**src/rtl/assert_macros.svh**
```systemverilog
// assertion macros shared by the bit packer rtl
// no dependencies; included by the top level
`ifndef ASSERT_MACROS_SVH
`define ASSERT_MACROS_SVH

// same-cycle implication, disabled while in reset
`define ASSERT_IMPLY(lbl, clk, rst_n, ante, cons) \
    lbl: assert property (@(posedge clk) disable iff (!(rst_n)) (ante) |-> (cons)) \
        else $error("assertion failed: same-cycle implication");

// next-cycle implication, disabled while in reset
`define ASSERT_NEXT(lbl, clk, rst_n, ante, cons) \
    lbl: assert property (@(posedge clk) disable iff (!(rst_n)) (ante) |=> (cons)) \
        else $error("assertion failed: next-cycle implication");

`endif

```
**src/rtl/lbp_pkg.sv**
```systemverilog
// shared types and constants of the lsb-first bit packer
// no dependencies; imported by every rtl module
package lbp_pkg;

    localparam int MAX_FIELD_BITS = 32;
    localparam int FM_W           = MAX_FIELD_BITS + 1;
    localparam int OP_W           = 2;
    localparam int VALUE_W        = 32;
    localparam int SIZE_W         = 6;
    localparam int OFFSET_W       = 14;
    localparam int RIDX_W         = 10;
    localparam int POS_W          = 14;
    localparam int EXT_W          = POS_W + 1;
    localparam int BYTES_W        = 11;
    localparam int CFG_W          = 11;
    localparam int BYTE_W         = 8;
    // a field plus up to seven bits of lead-in touches this many bytes
    localparam int SPAN_BYTES     = (MAX_FIELD_BITS + 14) / 8;
    localparam int SPAN_W         = SPAN_BYTES * BYTE_W;
    localparam int CNT_W          = $clog2(SPAN_BYTES + 1);
    localparam int JOB_AW         = BYTES_W + 1;

    localparam logic [CFG_W-1:0] CFG_RESET = 11'd1024;

    typedef enum logic [OP_W-1:0] {
        OP_APPEND = 2'd0,
        OP_PATCH  = 2'd1,
        OP_ALIGN  = 2'd2,
        OP_READ   = 2'd3
    } t_op;

    typedef struct packed {
        logic load;
        logic prep;
        logic clr;
        logic rd;
        logic mrg;
        logic fin;
    } t_dp_cmd;

    typedef struct packed {
        logic clr_last;
        logic has_work;
        logic is_read;
        logic cnt_last;
    } t_dp_stat;

endpackage

```
**src/rtl/lbp_ctrl.sv**
```systemverilog
// controller state machine of the bit packer
// depends on lbp_pkg; drives lbp_datapath through command and status structs
module lbp_ctrl (
    input  logic              i_clk,
    input  logic              i_rst_n,
    input  logic              i_start,
    output logic              o_busy,
    output logic              o_valid,
    output lbp_pkg::t_dp_cmd  o_cmd,
    input  lbp_pkg::t_dp_stat i_stat
);
    import lbp_pkg::*;

    typedef enum logic [2:0] {
        S_CLEAR,
        S_IDLE,
        S_PREP,
        S_RD,
        S_MRG,
        S_FIN
    } t_state;

    t_state r_state;
    t_state n_state;
    logic   r_busy;
    logic   r_valid;

    always_comb begin
        n_state = r_state;
        unique case (r_state)
            S_CLEAR: if (i_stat.clr_last) n_state = S_IDLE;
            S_IDLE:  if (i_start) n_state = S_PREP;
            S_PREP:  n_state = i_stat.has_work ? S_RD : S_FIN;
            S_RD:    n_state = i_stat.is_read ? S_FIN : S_MRG;
            S_MRG:   if (i_stat.cnt_last) n_state = S_FIN;
            S_FIN:   n_state = S_IDLE;
            default: n_state = S_IDLE;
        endcase
    end

    assign o_cmd.load = (r_state == S_IDLE) && i_start;
    assign o_cmd.prep = r_state == S_PREP;
    assign o_cmd.clr  = r_state == S_CLEAR;
    assign o_cmd.rd   = r_state == S_RD;
    assign o_cmd.mrg  = r_state == S_MRG;
    assign o_cmd.fin  = r_state == S_FIN;

    always_ff @(posedge i_clk) begin
        if (!i_rst_n) begin
            r_state <= S_CLEAR;
            r_busy  <= 1'b1;
            r_valid <= 1'b0;
        end else begin
            r_state <= n_state;
            r_busy  <= n_state != S_IDLE;
            r_valid <= r_state == S_FIN;
        end
    end

    assign o_busy  = r_busy;
    assign o_valid = r_valid;

endmodule
```
**config.mk**
```make
export PLATFORM = sky130hd
export DESIGN_NAME = lbp_ctrl
export DESIGN_NICKNAME = d
export VERILOG_FILES = /design/src/rtl/assert_macros.svh /design/src/rtl/lbp_pkg.sv /design/src/rtl/lbp_ctrl.sv
export SDC_FILE = /design/constraint.sdc
export NUM_CORES = 1
export LEC_CHECK = 0
export BUFFER_PORTS_ARGS = -buffer_cell sky130_fd_sc_hd__buf_2
export CORE_AREA = 2 2 39 41
export CTS_BUF_LIST = sky130_fd_sc_hd__clkbuf_8
export DETAILED_ROUTE_END_ITERATION = 10
export DIE_AREA = 0 0 41 43
export GPL_ROUTABILITY_DRIVEN = 0
export GPL_TIMING_DRIVEN = 0
export PLACE_DENSITY_LB_ADDON = 0.15
export SYNTH_ARGS = -nofsm -noshare
export SYNTH_HDL_FRONTEND = slang
export SYNTH_SLANG_ARGS = --single-unit
```
**constraint.sdc**
```tcl
create_clock -name i_clk -period 1.4 [get_ports i_clk]
set_clock_uncertainty 0.05 [all_clocks]
set_input_delay 0.07 -clock i_clk [delete_from_list [all_inputs] [get_ports i_clk]]
set_output_delay 0.07 -clock i_clk [all_outputs]
set_load 0.01 [all_outputs]
```
==> results.cfg <==
[timing]
setup_violations = 0
hold_viol = 0
fmax_mhz = 778.9
relSlewSlack_pct = 81.75
worst_slew_pin_slew_ns = 0.2734
period_needed_ns = 1.284
tns_ns = 0
whs_ns = 0.1199
rsz0062_at_grt = false
maxSlewViolCount = 0
post-route-period-util_pct = 91.70

[logic_synthesis]
yosysTopAreaCell = dfxtp_1
synth_top_cell_area_share_pct = 35.87
synth_edf_count = 0
yosysWarningCount = 0
syn_area_um2 = 279.0
ys_types = 19
ys_seq_elements = 5
ys_seq_area_share_pct = 35.87
synth-main-ff-cell = dfxtp_1
synthArstFlopShare_pct = 0
synth_area_leaders = dfxtp_1 (36%), o41ai_4 (9.9%), nor3_1 (7.2%)
synthCells = 30
synth_nets = 37
synth_area_per_cell_um2 = 9.301

[finish]
fill_cells = 152
antenna_cells = 0
layout.nets = 56
area_delta_synth_final_pct = 48.43
mostFrequentLayoutCells = buf_2 (15), dfxtp_1 (5), nor3_1 (4)
multi_input_area_um2 = 162.7
final_common_cell = buf_2
drive_gt1_share_pct = 54.17
seq_area_um2 = 100.1
postLayoutCellArea_um2 = 414.1
utilization_pct = 29.93

[power_and_ir_drop]
p_per_area_nw_per_um2 = 1277
leakagePower_uw = 0.0002030
ir_drop_mv = 0.5690

[job]
drv_cap = 0

[global_route]
grt_pass1_vias = 268
grt_max_degree = 11
grtUsageTotal_pct = 9.337
overflow = 0
grt_pass1_wl_um = 1055
antenna_found_initial = 0

[placed_design]
dp_hpwl_um = 498.5
dpl_cell_area_um2 = 369.1
port_buffers = 14

[floorplan]
rows = 14
core_area_um2 = 1384
io_pins = 15
die_w_um = 41
die-area_um2 = 1763
start_util_pct = 20.16
die_y_um = 43

[critical_path]
critPathMaxStageDelay_ns = 0.45
cp.buffers_inverters = 1
end_kind = flip-flop
path_cells = inv_2, o41ai_4, o22ai_2, o211ai_2
startpoint_type = flip-flop
worst-endpoint-arrival_ns = 1.38
reg2reg_slack_ns = 0.12
slowest_stage = dfxtp_1
crit_family = compound AO/OA/AOI/OAI gates
worst-path-max-fanout = 7
cp.required_ns = 1.49
worstSetupPathType = reg2reg

[drt]
ant_nets = 0
num_vias = 274
drt_wl_total_um = 639
vias_per_cell = 4.281
wl_per_cell_um = 9.984
firstDrtPassIters = 1
drt_iter0_markers = 0
drc = 0

[cts]
post_cts_buffers = 0
clock_latency_ns = 0.22
clockBufferDepth = 2
clkTransAtPathRegs_ns = 0.04
clock-root-buffer = clkbuf_8
numCtsBuffers = 3
cts.sinks = 5
cts_tree = yes
cts_hold_buf = 0
cts_resized = 0
h-tree-depth = 1

[status]
status = finished clean

[hold_path]
hold_class = in2reg
-- cells by family after synthesis --
| kind of cell | Yosys count | share of synthesized area [%] |
|---|---|---|
| AO/OA/AOI/OAI | 8 | 30.94 |
| buffers and inverters | 4 | 5.828 |
| AND/OR/NAND/NOR | 12 | 23.77 |
| multiplexers | 1 | 3.588 |
| flip-flops | 5 | 35.88 |
-- layer usage --
layer | GRT usage [%] | wire (um) | share of wire [%]
met3 | 7.853 | 59 | 9.2
met5 | 0 | 0 | 0
met1 | 9.646 | 272 | 43
met4 | 2.000 | 0 | 0
met2 | 14.06 | 306 | 48
-- per-stage QoR --
step	worst slack [ns]	std cells	power, uW
finish	0.1162	64	528.9
global route	0.02266	64	562.7
CTS	0.09812	64	539.7
detailed placement	0.1109	60	277.4
global placement	0.09996	60	278.4
floorplan	0.2473	30	237.3
-- synth_stat cells, types with 2 or more instances --
cell and instances:
nor3_1 4, dfxtp_1 5, nand2_1 2, and3_2 2, a21oi_1 2, inv_2 2
-- layout make-up --
cell class,instances,area share [%]
timing repair buffer,14,16.92
tap,16,4.834
inverter,3,2.719
clock buffer,3,9.970
buffer,1,1.208
sequential,5,24.17
multi-input combinational,21,39.27
clock inverter,1,0.9063
-- sequential cells by signal (all words and copies together), names as in the netlist --
register,flops
o_valid,1
o_busy,1
r_state,3
-- worst paths after layout --
kind	depth (start not counted)	startpoint	endpoint
min	2	i_rst_n	o_valid
min reg2reg	2	r_state[1]	r_state[1]
max reg2reg	4	r_state[1]	o_busy
max	4	r_state[1]	o_busy
-- where the power goes --
group          leakage, uW  switching, uW  internal, uW
Combinational     0.000135           56.3          45.8
Sequential       0.0000410           14.7           156
Clock            0.0000269           68.2           188
Power figures use the tool's default switching activity.
